**src/design/ssi_multiturn_gray_decoder_macros.svh**
```systemverilog
// Assertion macros for the SSI multiturn Gray decoder.
`ifndef SSI_MULTITURN_GRAY_DECODER_MACROS_SVH
`define SSI_MULTITURN_GRAY_DECODER_MACROS_SVH
`ifndef NO_ASSERTIONS
`define SSIMTG_ASSERT_IMPLIES(lbl, ante, cons) \
  lbl: assert property (@(posedge clk) disable iff (!rst_n) (ante) |-> (cons)) \
    else $error("ssimtg assertion failed");
`define SSIMTG_ASSERT_NEXT(lbl, ante, cons) \
  lbl: assert property (@(posedge clk) disable iff (!rst_n) (ante) |=> (cons)) \
    else $error("ssimtg assertion failed");
`else
`define SSIMTG_ASSERT_IMPLIES(lbl, ante, cons)
`define SSIMTG_ASSERT_NEXT(lbl, ante, cons)
`endif
`endif

```
**src/design/ssimtg_pkg.sv**
```systemverilog
// Shared types and constants of the SSI multiturn Gray decoder.
package ssimtg_pkg;

  localparam int FrameW    = 32;
  localparam int SignBit   = 30;
  localparam int FieldW    = 30;
  localparam int PosW      = 20;
  localparam int TurnsW    = 11;
  localparam int MagW      = TurnsW - 1;
  localparam int ErrCntW   = 32;
  localparam int StW       = 5;
  localparam int MtW       = 4;
  localparam int ShiftW    = 5;
  localparam int CfgIndexW = 2;
  localparam int CfgDataW  = 5;

  localparam logic [StW-1:0] StMin   = StW'(2);
  localparam logic [StW-1:0] StMax   = StW'(20);
  localparam logic [StW-1:0] StReset = StW'(12);
  localparam logic [MtW-1:0] MtMin   = MtW'(2);
  localparam logic [MtW-1:0] MtMax   = MtW'(11);
  localparam logic [MtW-1:0] MtReset = MtW'(10);

  localparam int QueueDepth = 2;

  typedef enum logic [1:0] {
    ST_UPDATE = 2'd0,
    ST_RESYNC = 2'd1,
    ST_ERROR  = 2'd2
  } status_t;

  typedef enum logic [CfgIndexW-1:0] {
    REG_SINGLE_TURN_BITS = 2'd0,
    REG_MULTI_TURN_BITS  = 2'd1
  } cfg_index_t;

  typedef struct packed {
    logic [PosW-1:0]          position;
    logic signed [TurnsW-1:0] turns;
  } item_t;

endpackage

```
**src/design/ssimtg_if.sv**
```systemverilog
// Valid/ready channel interfaces for SSI frames and decoded results.
interface ssimtg_in_if;
  import ssimtg_pkg::*;
  logic              valid;
  logic              ready;
  logic [FrameW-1:0] frame_word;
  modport source (output valid, output frame_word, input ready);
  modport sink (input valid, input frame_word, output ready);
endinterface

interface ssimtg_out_if;
  import ssimtg_pkg::*;
  logic                     valid;
  logic                     ready;
  logic [PosW-1:0]          position;
  logic signed [TurnsW-1:0] turns;
  logic [1:0]               status;
  logic [ErrCntW-1:0]       error_count;
  modport source (output valid, output position, output turns, output status,
                  output error_count, input ready);
  modport sink (input valid, input position, input turns, input status,
                input error_count, output ready);
endinterface

```
**src/design/ssimtg_front.sv**
```systemverilog
// Front end: accepts SSI frames and Gray decodes position and turns.
module ssimtg_front (
  input  logic                    clk,
  input  logic                    rst_n,
  ssimtg_in_if.sink               in_ch,
  input  logic [ssimtg_pkg::StW-1:0] st_bits,
  input  logic [ssimtg_pkg::MtW-1:0] mt_bits,
  output logic                    req_valid,
  input  logic                    req_ready,
  output ssimtg_pkg::item_t       req_item
);
  import ssimtg_pkg::*;

  localparam int PosMaskW = PosW + 1;

  logic                     valid_r, valid_nxt;
  item_t                    item_r;
  logic [ShiftW-1:0]        shift;
  logic [FieldW-1:0]        prefix;
  logic [FieldW-1:0]        dec;
  logic [PosMaskW-1:0]      pos_mask;
  logic [MagW-1:0]          mag;
  logic [TurnsW-1:0]        turns_bits;
  item_t                    item_nxt;

  // Binary bit k of the field is the XOR of all frame bits from k up to the
  // top of the field, so the decode is a suffix XOR shifted down to the field.
  always_comb begin
    shift = ShiftW'(6'd31 - 6'(st_bits) - 6'(mt_bits));
    for (int k = 0; k < FieldW; k++) begin
      prefix[k] = ^(in_ch.frame_word[FieldW-1:0] >> k);
    end
    dec        = prefix >> shift;
    pos_mask   = (PosMaskW'(1) << st_bits) - PosMaskW'(1);
    mag        = MagW'(dec >> st_bits);
    turns_bits = in_ch.frame_word[SignBit] ? ~{1'b0, mag} : {1'b0, mag};
    item_nxt.position = dec[PosW-1:0] & pos_mask[PosW-1:0];
    item_nxt.turns    = $signed(turns_bits);
  end

  assign in_ch.ready = !valid_r || req_ready;
  assign valid_nxt   = in_ch.ready ? in_ch.valid : valid_r;

  always_ff @(posedge clk) begin
    if (!rst_n) begin
      valid_r <= 1'b0;
    end else begin
      valid_r <= valid_nxt;
    end
  end

  always_ff @(posedge clk) begin
    if (in_ch.valid && in_ch.ready) begin
      item_r <= item_nxt;
    end
  end

  assign req_valid = valid_r;
  assign req_item  = item_r;
endmodule

```
**src/design/ssimtg_fifo.sv**
```systemverilog
// Short queue between the decode front end and the tracking back end.
module ssimtg_fifo #(
  parameter int DEPTH = ssimtg_pkg::QueueDepth
) (
  input  logic              clk,
  input  logic              rst_n,
  input  logic              push_valid,
  output logic              push_ready,
  input  ssimtg_pkg::item_t push_item,
  output logic              pop_valid,
  input  logic              pop_ready,
  output ssimtg_pkg::item_t pop_item
);
  import ssimtg_pkg::*;

  localparam int PtrW   = (DEPTH > 1) ? $clog2(DEPTH) : 1;
  localparam int CountW = $clog2(DEPTH + 1);

  item_t             mem [DEPTH];
  logic [PtrW-1:0]   wr_ptr_r, wr_ptr_nxt;
  logic [PtrW-1:0]   rd_ptr_r, rd_ptr_nxt;
  logic [CountW-1:0] count_r, count_nxt;
  logic              push, pop;

  assign push_ready = count_r != CountW'(DEPTH);
  assign pop_valid  = count_r != CountW'(0);
  assign push       = push_valid && push_ready;
  assign pop        = pop_valid && pop_ready;
  assign pop_item   = mem[rd_ptr_r];

  always_comb begin
    wr_ptr_nxt = wr_ptr_r;
    rd_ptr_nxt = rd_ptr_r;
    count_nxt  = count_r;
    if (push) begin
      wr_ptr_nxt = (wr_ptr_r == PtrW'(DEPTH - 1)) ? PtrW'(0) : wr_ptr_r + PtrW'(1);
    end
    if (pop) begin
      rd_ptr_nxt = (rd_ptr_r == PtrW'(DEPTH - 1)) ? PtrW'(0) : rd_ptr_r + PtrW'(1);
    end
    if (push && !pop) begin
      count_nxt = count_r + CountW'(1);
    end else if (pop && !push) begin
      count_nxt = count_r - CountW'(1);
    end
  end

  always_ff @(posedge clk) begin
    if (!rst_n) begin
      wr_ptr_r <= '0;
      rd_ptr_r <= '0;
      count_r  <= '0;
    end else begin
      wr_ptr_r <= wr_ptr_nxt;
      rd_ptr_r <= rd_ptr_nxt;
      count_r  <= count_nxt;
    end
  end

  always_ff @(posedge clk) begin
    if (push) begin
      mem[wr_ptr_r] <= push_item;
    end
  end
endmodule

```
**src/design/ssimtg_back.sv**
```systemverilog
// Back end: turn tracking, resync and bit error counting, result register.
module ssimtg_back (
  input  logic              clk,
  input  logic              rst_n,
  input  logic              pop_valid,
  output logic              pop_ready,
  input  ssimtg_pkg::item_t pop_item,
  ssimtg_out_if.source      out_ch
);
  import ssimtg_pkg::*;

  localparam int DiffW = TurnsW + 1;
  localparam logic signed [DiffW-1:0] DiffOne = DiffW'(1);

  logic                     resync_r, resync_nxt;
  logic signed [TurnsW-1:0] last_turns_r, last_turns_nxt;
  logic [ErrCntW-1:0]       err_total_r, err_total_nxt;
  logic                     out_valid_r, out_valid_nxt;
  logic [PosW-1:0]          position_r;
  logic signed [TurnsW-1:0] turns_r;
  status_t                  status_r, status_nxt;
  logic signed [DiffW-1:0]  diff;
  logic                     take;

  assign pop_ready = !out_valid_r || out_ch.ready;
  assign take      = pop_valid && pop_ready;

  always_comb begin
    diff           = DiffW'(pop_item.turns) - DiffW'(last_turns_r);
    resync_nxt     = resync_r;
    last_turns_nxt = last_turns_r;
    err_total_nxt  = err_total_r;
    status_nxt     = ST_UPDATE;
    if (resync_r) begin
      resync_nxt     = 1'b0;
      last_turns_nxt = pop_item.turns;
      status_nxt     = ST_RESYNC;
    end else if (diff > DiffOne || diff < -DiffOne) begin
      // A jump of more than one turn cannot be real motion between frames.
      resync_nxt    = 1'b1;
      err_total_nxt = err_total_r + ErrCntW'(1);
      status_nxt    = ST_ERROR;
    end else begin
      last_turns_nxt = pop_item.turns;
    end
    out_valid_nxt = pop_ready ? pop_valid : out_valid_r;
  end

  always_ff @(posedge clk) begin
    if (!rst_n) begin
      resync_r     <= 1'b1;
      last_turns_r <= '0;
      err_total_r  <= '0;
      out_valid_r  <= 1'b0;
    end else begin
      out_valid_r <= out_valid_nxt;
      if (take) begin
        resync_r     <= resync_nxt;
        last_turns_r <= last_turns_nxt;
        err_total_r  <= err_total_nxt;
      end
    end
  end

  always_ff @(posedge clk) begin
    if (take) begin
      position_r <= pop_item.position;
      turns_r    <= pop_item.turns;
      status_r   <= status_nxt;
    end
  end

  assign out_ch.valid       = out_valid_r;
  assign out_ch.position    = position_r;
  assign out_ch.turns       = turns_r;
  assign out_ch.status      = status_r;
  assign out_ch.error_count = err_total_r;
endmodule

```
**src/design/ssi_multiturn_gray_decoder.sv**
```systemverilog
// Path: a frame is held in the decode register, then the queue, then the result register.
// Throughput: one frame per cycle while the result side is ready; the decode register,
// a two-entry queue and the result register let both sides stall independently.
// Reset: synchronous, active low; widths go to 12 and 10 position and turn bits,
// the bit error count clears and the first frame afterwards is a resync frame.
`include "ssi_multiturn_gray_decoder_macros.svh"
module ssi_multiturn_gray_decoder #(
  parameter int QUEUE_DEPTH = ssimtg_pkg::QueueDepth
) (
  input  logic                             clk,
  input  logic                             rst_n,
  ssimtg_in_if.sink                        in_ch,
  ssimtg_out_if.source                     out_ch,
  input  logic                             cfg_we,
  input  logic [ssimtg_pkg::CfgIndexW-1:0] cfg_index,
  input  logic [ssimtg_pkg::CfgDataW-1:0]  cfg_wdata
);
  import ssimtg_pkg::*;

  logic [StW-1:0] st_r, st_nxt, st_use;
  logic [MtW-1:0] mt_r, mt_nxt, mt_use;
  logic           fe_valid, fe_ready;
  item_t          fe_item;
  logic           q_valid, q_ready;
  item_t          q_item;

  always_comb begin
    st_nxt = st_r;
    mt_nxt = mt_r;
    if (cfg_we) begin
      case (cfg_index_t'(cfg_index))
        REG_SINGLE_TURN_BITS: st_nxt = cfg_wdata[StW-1:0];
        REG_MULTI_TURN_BITS:  mt_nxt = cfg_wdata[MtW-1:0];
        default: ;
      endcase
    end
  end

  always_ff @(posedge clk) begin
    if (!rst_n) begin
      st_r <= StReset;
      mt_r <= MtReset;
    end else begin
      st_r <= st_nxt;
      mt_r <= mt_nxt;
    end
  end

  // Out-of-range widths are used at the nearest limit; the stored value is kept.
  assign st_use = (st_r < StMin) ? StMin : ((st_r > StMax) ? StMax : st_r);
  assign mt_use = (mt_r < MtMin) ? MtMin : ((mt_r > MtMax) ? MtMax : mt_r);

  ssimtg_front u_front (
    .clk       (clk),
    .rst_n     (rst_n),
    .in_ch     (in_ch),
    .st_bits   (st_use),
    .mt_bits   (mt_use),
    .req_valid (fe_valid),
    .req_ready (fe_ready),
    .req_item  (fe_item)
  );

  ssimtg_fifo #(
    .DEPTH (QUEUE_DEPTH)
  ) u_fifo (
    .clk        (clk),
    .rst_n      (rst_n),
    .push_valid (fe_valid),
    .push_ready (fe_ready),
    .push_item  (fe_item),
    .pop_valid  (q_valid),
    .pop_ready  (q_ready),
    .pop_item   (q_item)
  );

  ssimtg_back u_back (
    .clk       (clk),
    .rst_n     (rst_n),
    .pop_valid (q_valid),
    .pop_ready (q_ready),
    .pop_item  (q_item),
    .out_ch    (out_ch)
  );

  `SSIMTG_ASSERT_NEXT(a_take_loads_front, in_ch.valid && in_ch.ready, fe_valid)
  `SSIMTG_ASSERT_NEXT(a_error_then_resync, out_ch.valid && out_ch.ready && out_ch.status == ST_ERROR, !out_ch.valid || out_ch.status == ST_RESYNC)
  `SSIMTG_ASSERT_NEXT(a_err_count_step, out_ch.valid && out_ch.ready, !out_ch.valid || out_ch.error_count == $past(out_ch.error_count) || out_ch.error_count == $past(out_ch.error_count) + ErrCntW'(1))
endmodule

```
**src/flat_wrapper.sv**
```systemverilog
// flat-port wrapper written by rule: the top's interface ports become plain ports
module ssi_multiturn_gray_decoder_flat import ssimtg_pkg::*;
#(
  parameter int QUEUE_DEPTH = ssimtg_pkg::QueueDepth
)
  (clk, rst_n, cfg_we, cfg_index, cfg_wdata, in_ch_valid, in_ch_frame_word, in_ch_ready, out_ch_valid, out_ch_position, out_ch_turns, out_ch_status, out_ch_error_count, out_ch_ready);
  ssimtg_in_if in_ch_i ();
  ssimtg_out_if out_ch_i ();
  input  logic clk;
  input  logic rst_n;
  input  logic cfg_we;
  input  logic [ssimtg_pkg::CfgIndexW-1:0] cfg_index;
  input  logic [ssimtg_pkg::CfgDataW-1:0] cfg_wdata;
  input wire logic [$bits(in_ch_i.valid)-1:0] in_ch_valid;
  input wire logic [$bits(in_ch_i.frame_word)-1:0] in_ch_frame_word;
  output wire logic [$bits(in_ch_i.ready)-1:0] in_ch_ready;
  output wire logic [$bits(out_ch_i.valid)-1:0] out_ch_valid;
  output wire logic [$bits(out_ch_i.position)-1:0] out_ch_position;
  output wire logic [$bits(out_ch_i.turns)-1:0] out_ch_turns;
  output wire logic [$bits(out_ch_i.status)-1:0] out_ch_status;
  output wire logic [$bits(out_ch_i.error_count)-1:0] out_ch_error_count;
  input wire logic [$bits(out_ch_i.ready)-1:0] out_ch_ready;
  assign in_ch_i.valid = in_ch_valid;
  assign in_ch_i.frame_word = in_ch_frame_word;
  assign in_ch_ready = in_ch_i.ready;
  assign out_ch_valid = out_ch_i.valid;
  assign out_ch_position = out_ch_i.position;
  assign out_ch_turns = out_ch_i.turns;
  assign out_ch_status = out_ch_i.status;
  assign out_ch_error_count = out_ch_i.error_count;
  assign out_ch_i.ready = out_ch_ready;
  ssi_multiturn_gray_decoder #(.QUEUE_DEPTH(QUEUE_DEPTH)) u_core (.clk(clk), .rst_n(rst_n), .in_ch(in_ch_i), .out_ch(out_ch_i), .cfg_we(cfg_we), .cfg_index(cfg_index), .cfg_wdata(cfg_wdata));
endmodule
```
**config.mk**
```make
export PLATFORM = sky130hd
export DESIGN_NAME = ssi_multiturn_gray_decoder_flat
export DESIGN_NICKNAME = d
export VERILOG_FILES = /design/src/design/ssimtg_pkg.sv /design/src/design/ssimtg_if.sv /design/src/design/ssimtg_front.sv /design/src/design/ssimtg_fifo.sv /design/src/design/ssimtg_back.sv /design/src/design/ssi_multiturn_gray_decoder.sv /design/src/flat_wrapper.sv
export VERILOG_INCLUDE_DIRS = /design/src /design/src/design
export SDC_FILE = /design/constraint.sdc
export NUM_CORES = 1
export LEC_CHECK = 0
export BUFFER_PORTS_ARGS = -buffer_cell sky130_fd_sc_hd__buf_2
export CORE_ASPECT_RATIO = 1.4
export CORE_MARGIN = 2
export CORE_UTILIZATION = 44
export CTS_BUF_LIST = sky130_fd_sc_hd__clkbuf_8
export DETAILED_ROUTE_END_ITERATION = 12
export GPL_ROUTABILITY_DRIVEN = 0
export GPL_TIMING_DRIVEN = 1
export PLACE_DENSITY = 0.71
export SKIP_LAST_GASP = 1
export SLEW_MARGIN = 20
export SYNTH_ARGS = -nofsm -noshare
export SYNTH_HDL_FRONTEND = slang
export SYNTH_SLANG_ARGS = --single-unit
```
**constraint.sdc**
```tcl
create_clock -name clk -period 16.6 [get_ports clk]
set_clock_uncertainty 0.2 [all_clocks]
set_input_delay 3.32 -clock clk [delete_from_list [all_inputs] [get_ports clk]]
set_output_delay 3.32 -clock clk [all_outputs]
set_load 0.01 [all_outputs]
```
* Word-level counts from Yosys, hierarchy flattened *
Memories as Yosys holds them, arrays and structs flattened. A register that Yosys moved wholly into a read port is not among the register bits.
Cells that the tools add are included.

storage, ports and cells
  flip-flop bits (word level) = 123
  RAM bits = 62
  input bits = 44
  output and inout port bits = 67
  logic and storage cells = 108
  memories = 1

memory list
  memory             depth  bits a word  read ports  clocked after Yosys merged registers in  write ports  line               RTL
  u_core.u_fifo.mem  2      31           1           1                                        1            ssimtg_fifo.sv:19  item_t mem [DEPTH];

cells by class
  $add $sub $neg = 9
  magnitude comparators = 6
  equal/unequal tests = 3
  shifts and indexed selects = 3
  mux-type cells = 18
  bitwise gates (word level) = 3
  reduce and logical (&&, ||, !) cells = 49

operators with widths
  operator                                                      count
  XOR reduction 30 bit                                          30
  adder 32 x 1 -> 32 bit (second input constant)                1
  >> shifter 30 x 5 -> 10 bit                                   1
  >> shifter 30 x 5 -> 30 bit                                   1
  two-way mux 11 bit                                            2
  AND 20 bit                                                    1
  << shifter 1 x 5 -> 20 bit (first input constant)             1
  subtractor 20 x 2 -> 20 bit (second input constant)           1
  > comparator 12 x 2 -> 1 bit (second input constant)          1
  less-than comparator 12 x 1 -> 1 bit (second input constant)  1
  subtractor 11 x 11 -> 12 bit                                  1
  inverter 10 -> 11 bit                                         1
  two-way mux 10 bit                                            1
  two-way mux 5 bit                                             2
  two-way mux 1 bit                                             8
  two-way mux 4 bit                                             2
  two-way mux 2 bit                                             3
  AND reduction 2 bit                                           3
  > comparator 5 bit (second input constant)                    1
  logical AND 1 bit                                             5
  less-than comparator 5 x 2 -> 1 bit (second input constant)   1
  subtractor 5 x 4 -> 5 bit                                     1
  subtractor 5 bit (first input constant)                       1
  > comparator 4 bit (second input constant)                    1
  other kinds (12)                                              20

* Logic depth before layout (Yosys ltp) *
  depth in word-level cells = 9
  gate-level depth with buffers = 22
  gate-level depth less buffers = 18

* Modules after synthesis *
Synthesis repeated with hierarchy kept, for this count alone.

unflattened totals
  cell total of the unflattened synthesis = 1535
  area total of the unflattened synthesis = 14436.3 um2

modules (own cells, without submodules)
  module                      times used  cells an instance  area an instance (um2)  sequential area each (um2)
  ssimtg_front                1           931                7183.1                  950.9
  ssimtg_back                 1           431                4312.9                  1891.8
  ssimtg_fifo                 1           120                2468.6                  1961.9
  ssi_multiturn_gray_decoder  1           53                 471.7                   180.2

* Least setup slack after synthesis *
OpenSTA, ideal clock, no wires.

  path kind = input to register
  start = input in_ch_frame_word[29]
  end = register u_core.u_front.item_r (netlist bit u_core.u_front.req_item[0]), data pin
  setup time = 0.279 ns
  data arrival time = 7.080 ns
  data required time = 16.121 ns
  slack = 9.041 ns
  cell stages on the path = 15
  buffers on the path = 2
  path through = buf_6 > xor2_2 > xnor3_2 > xnor3_4 > xor2_4 > buf_4 > xor2_1 > or2_1 > a2111oi_0 > o21a_1 > mux2i_1 > mux2i_1 > mux2i_1 > a2111oi_2 > xor2_1

RTL lines
  element               line                RTL
  start, declared       flat_wrapper.sv:15  input wire logic [$bits(in_ch_i.frame_word)-1:0] in_ch_frame_word;
  end signal, assigned  ssimtg_front.sv:54  item_r <= item_nxt;
  end, declared         ssimtg_front.sv:17  item_t item_r;

==> summary.txt <==
Global routing
  • Total congestion overflow: 0
  • Largest net degree at the start of global routing: 42
  • Total Routing Usage GR: 19.9%
  • First-pass GRT wire length: 45.2 mm
  • Initial antenna violation count: 0
  • Number of global-route vias before repair: 8970

Floorplanning
  • # rows: 70
  • DIE HEIGHT: 198 um
  • DIE AREA: 28100 um2
  • Die width: 142 um
  • Starting Density: 45.0%
  • CORE AREA: 26200 um2
  • I/O Pins: 111

Detailed routing
  • Total Wirelength: 27.8 mm
  • Pre-antenna DRT Iters: 6
  • Starting DRT DRC Count: 663
  • Post-route ant nets: 0
  • Via density: 5.93
  • Remaining DRCs: 0
  • WL/cell: 17.0 um
  • Via count: 9678

CTS
  • CTS Sinks: 186
  • Clk buf depth: 2
  • CTS Buf Count: 17
  • Hold Buf Count CTS: 0
  • CTS tree: built
  • Clock Pin Slew Worst Setup and Hold Paths: 0.10 ns
  • Htree depth: 4
  • Root Buffer: clkbuf_8
  • Setup Fix Bufs, Post-CTS: 0
  • Post-CTS Resized: 0
  • Clock latency at the later pin of the worst-skew pair: 0.45 ns

Layout
  • Most common cell after layout, fill and taps aside: edfxtp_1
  • Synth-to-layout area growth: 10.4%
  • Fillers: 2381
  • Share of cells above drive strength 1: 17.4%
  • Layout net count: 1359
  • N_diodes: 0
  • Final instance area: 13000 um2
  • Most frequent cells in the layout: edfxtp_1, buf_2, nand2_1

Synth
  • Cells after synthesis: 1217
  • Synthesized area: 11800 um2
  • Post-synth EDFFs: 126
  • Yosys cell types: 83
  • Yosys warns: 0
  • Largest cells by area after synthesis: edfxtp_1, dfxtp_1, xnor2_1, mux2_2, o21ai_0
  • Register bit count reported by yosys: 186
  • Area share of the largest cell type after synthesis: 32.1%
  • Avg Cell Area, Syn: 9.67 um2
  • Sequential area share after synthesis: 42.3%
  • Fraction of registers with async set/reset: 0%
  • Top_reg_cell synth: edfxtp_1
  • Top cell type by total area after synthesis: edfxtp_1

Status
  • Status: complete, no violations

Timing
  • Fmax: 0.123 GHz
  • Setup TNS: 0 ns
  • Slew headroom: 28.8%
  • Final period util: 49.2%
  • Worst Max-Slew Pin Slew: 1.07 ns
  • Final setup fails: 0
  • RSZ-0062 raised after global routing: false
  • Final Hold Viols: 0
  • Fin crit period: 8.16 ns
  • Pins Over Slew Limit: 0

Setup path
  • Required time worst endpoint: 16.60 ns
  • Worst Setup Start Kind: primary input
  • Slowest CP cell: xnor3_4
  • Setup CP Type: in -> reg
  • Arr. time, crit path: 8.16 ns
  • Slowest stage delay, CP: 0.64 ns
  • Crit. End Element: flip-flop
  • RR Startpoint: u_core.st_r[2]
  • CP Cell Sequence: buf_2, xor2_2, xnor3_2, xnor3_4, xor2_4, mux2i_1, a211oi_1, a211o_1, o221ai_1, mux2i_1, mux2i_1, mux2i_1, a2111oi_2, xor2_1
  • Worst r2r dst: u_core.u_front.req_item[6]
  • Critical path's most frequent cell: mux2i_1
  • Crit-path max FO: 16
  • Worst R2R Setup Slack: 9.40 ns
  • Worst-case reg-to-reg path depth: 19

Pwr
  • Worst VDD drop: 0.105 mV
  • Leak: 4.86 nW
  • Pwr dens: 145 nW/um2

Hold path
  • Worst hold start: u_core.u_front.req_item[3]
  • Worst Hold Depth: 0
  • Worst Hold Endpoint: u_core.u_fifo.mem[1][3]
  • Hold Path Class: reg -> reg

Flow run
  • Max cap viols: 0

Placement
  • Hpwl dp: 20.2 mm
  • IO Port Bufs: 109
  • Placed Area: 12600 um2
## how the worst max path moves through the flow
stage / to / start / slack (ns) / cells past startpoint
2_1_floorplan: u_core.u_front.req_item[0] / in_ch_frame_word[29] / 9.04 / 15
3_3_place_gp: u_core.u_front.req_item[0] / in_ch_frame_word[29] / 8.13 / 14
3_5_place_dp: u_core.u_front.req_item[0] / in_ch_frame_word[29] / 8.08 / 14
4_1_cts: u_core.u_front.req_item[0] / in_ch_frame_word[29] / 8.57 / 14
5_1_grt: u_core.u_front.req_item[0] / in_ch_frame_word[29] / 8.31 / 14
6_report: u_core.u_front.req_item[0] / in_ch_frame_word[29] / 8.44 / 14
## logic make-up after synthesis
| group | share of synthesized area, % |
|---|---|
| buffers and inverters | 3.80 |
| muxes | 7.74 |
| adders and majority gates | 2.15 |
| xor gates and xnor gates | 10.6 |
| DFF | 42.3 |
| other | 0.0319 |
| AOI/OAI and AO/OA | 18.5 |
| and+or+nand+nor | 14.8 |
## sequential cells by signal, indices dropped and copies added, names as in the netlist, named ones only
register and flops:
u_core.u_fifo.mem 62, u_core.u_back.out_ch.error_count 32, u_core.u_front.req_item 31, u_core.u_back.out_ch.position 20, u_core.u_back.last_turns_r 11, u_core.u_back.out_ch.turns 11, u_core.st_r 5, u_core.mt_r 4
u_core.u_back.out_ch.status 2, u_core.u_fifo.count_r 2, u_core.u_back.out_ch.valid 1, u_core.u_back.resync_r 1, u_core.u_fifo.rd_ptr_r 1, u_core.u_fifo.wr_ptr_r 1, u_core.u_front.req_valid 1
## synthesized netlist by cell type (7+ instances only)
| cell type | n |
|---|---|
| edfxtp_1 | 126 |
| nand2_1 | 105 |
| nor2_1 | 99 |
| o21ai_0 | 86 |
| a21oi_1 | 81 |
| xnor2_1 | 61 |
| dfxtp_1 | 60 |
| clkbuf_1 | 53 |
| xor2_1 | 42 |
| mux2_2 | 40 |
| inv_1 | 39 |
| mux2i_1 | 37 |
| or3_1 | 29 |
| nand3_1 | 25 |
| nor3_1 | 23 |
| ha_1 | 17 |
| and3_1 | 16 |
| o21a_1 | 16 |
| a211oi_1 | 15 |
| o211ai_1 | 14 |
| and2_1 | 13 |
| a22oi_1 | 11 |
| a31oi_1 | 11 |
| o311a_1 | 11 |
| nand2b_1 | 10 |
| nand4_1 | 10 |
| o22ai_1 | 9 |
| a21o_1 | 8 |
| nor4_1 | 8 |
| buf_2 | 7 |
## layout make-up
class	instances	area (um2)	share of cell area (%)
Clock buffer	17	234	1.80
Sequential cell	186	4980	38.4
Tap cell	324	405	3.12
Clock inverter	15	145	1.12
Timing Repair Buffer	128	688	5.30
Inverter	44	165	1.27
Multi-Input combinational cell	919	6370	49.0
## layer usage
metal	global-route usage [%]	vias up	share of wire, %
met5	0	-	0
li1	-	4663	-
met4	8.81	0	3.5
met1	24.3	4559	41
met3	2.35	65	5.2
met2	35.0	391	50
## per-stage QoR
stage / hold slack [ns] / total power (W) / worst slack, ns / std cells / util [%]
2_1_floorplan: 0.221 / 0.00137 / 9.04 / 1218 / -
4_1_cts: 0.240 / 0.00189 / 8.57 / 1633 / 49.6
5_1_grt: 0.241 / 0.00201 / 8.31 / 1633 / 49.6
6_report: 0.243 / 0.00189 / 8.44 / 1633 / 49.6
3_5_place_dp: 0.230 / 0.00159 / 8.08 / 1601 / 48.2
3_3_place_gp: 0.224 / 0.00157 / 8.13 / 1601 / 48.2
## worst max-delay path: cells and delay by family
family | cells | cell delay (ns)
xor gates and xnor gates | 5 | 2.15
AOI/OAI and AO/OA | 4 | 1.42
muxes | 4 | 1.02
buffers and inverters | 1 | 0.22
## report_power, final
group	internal, W	switching [W]	leakage (nW)
Sequential	0.000621	0.0000303	1.68
Combinational	0.000379	0.000562	2.97
Clock	0.000135	0.000158	0.209
Power figures use the tool's default switching activity.
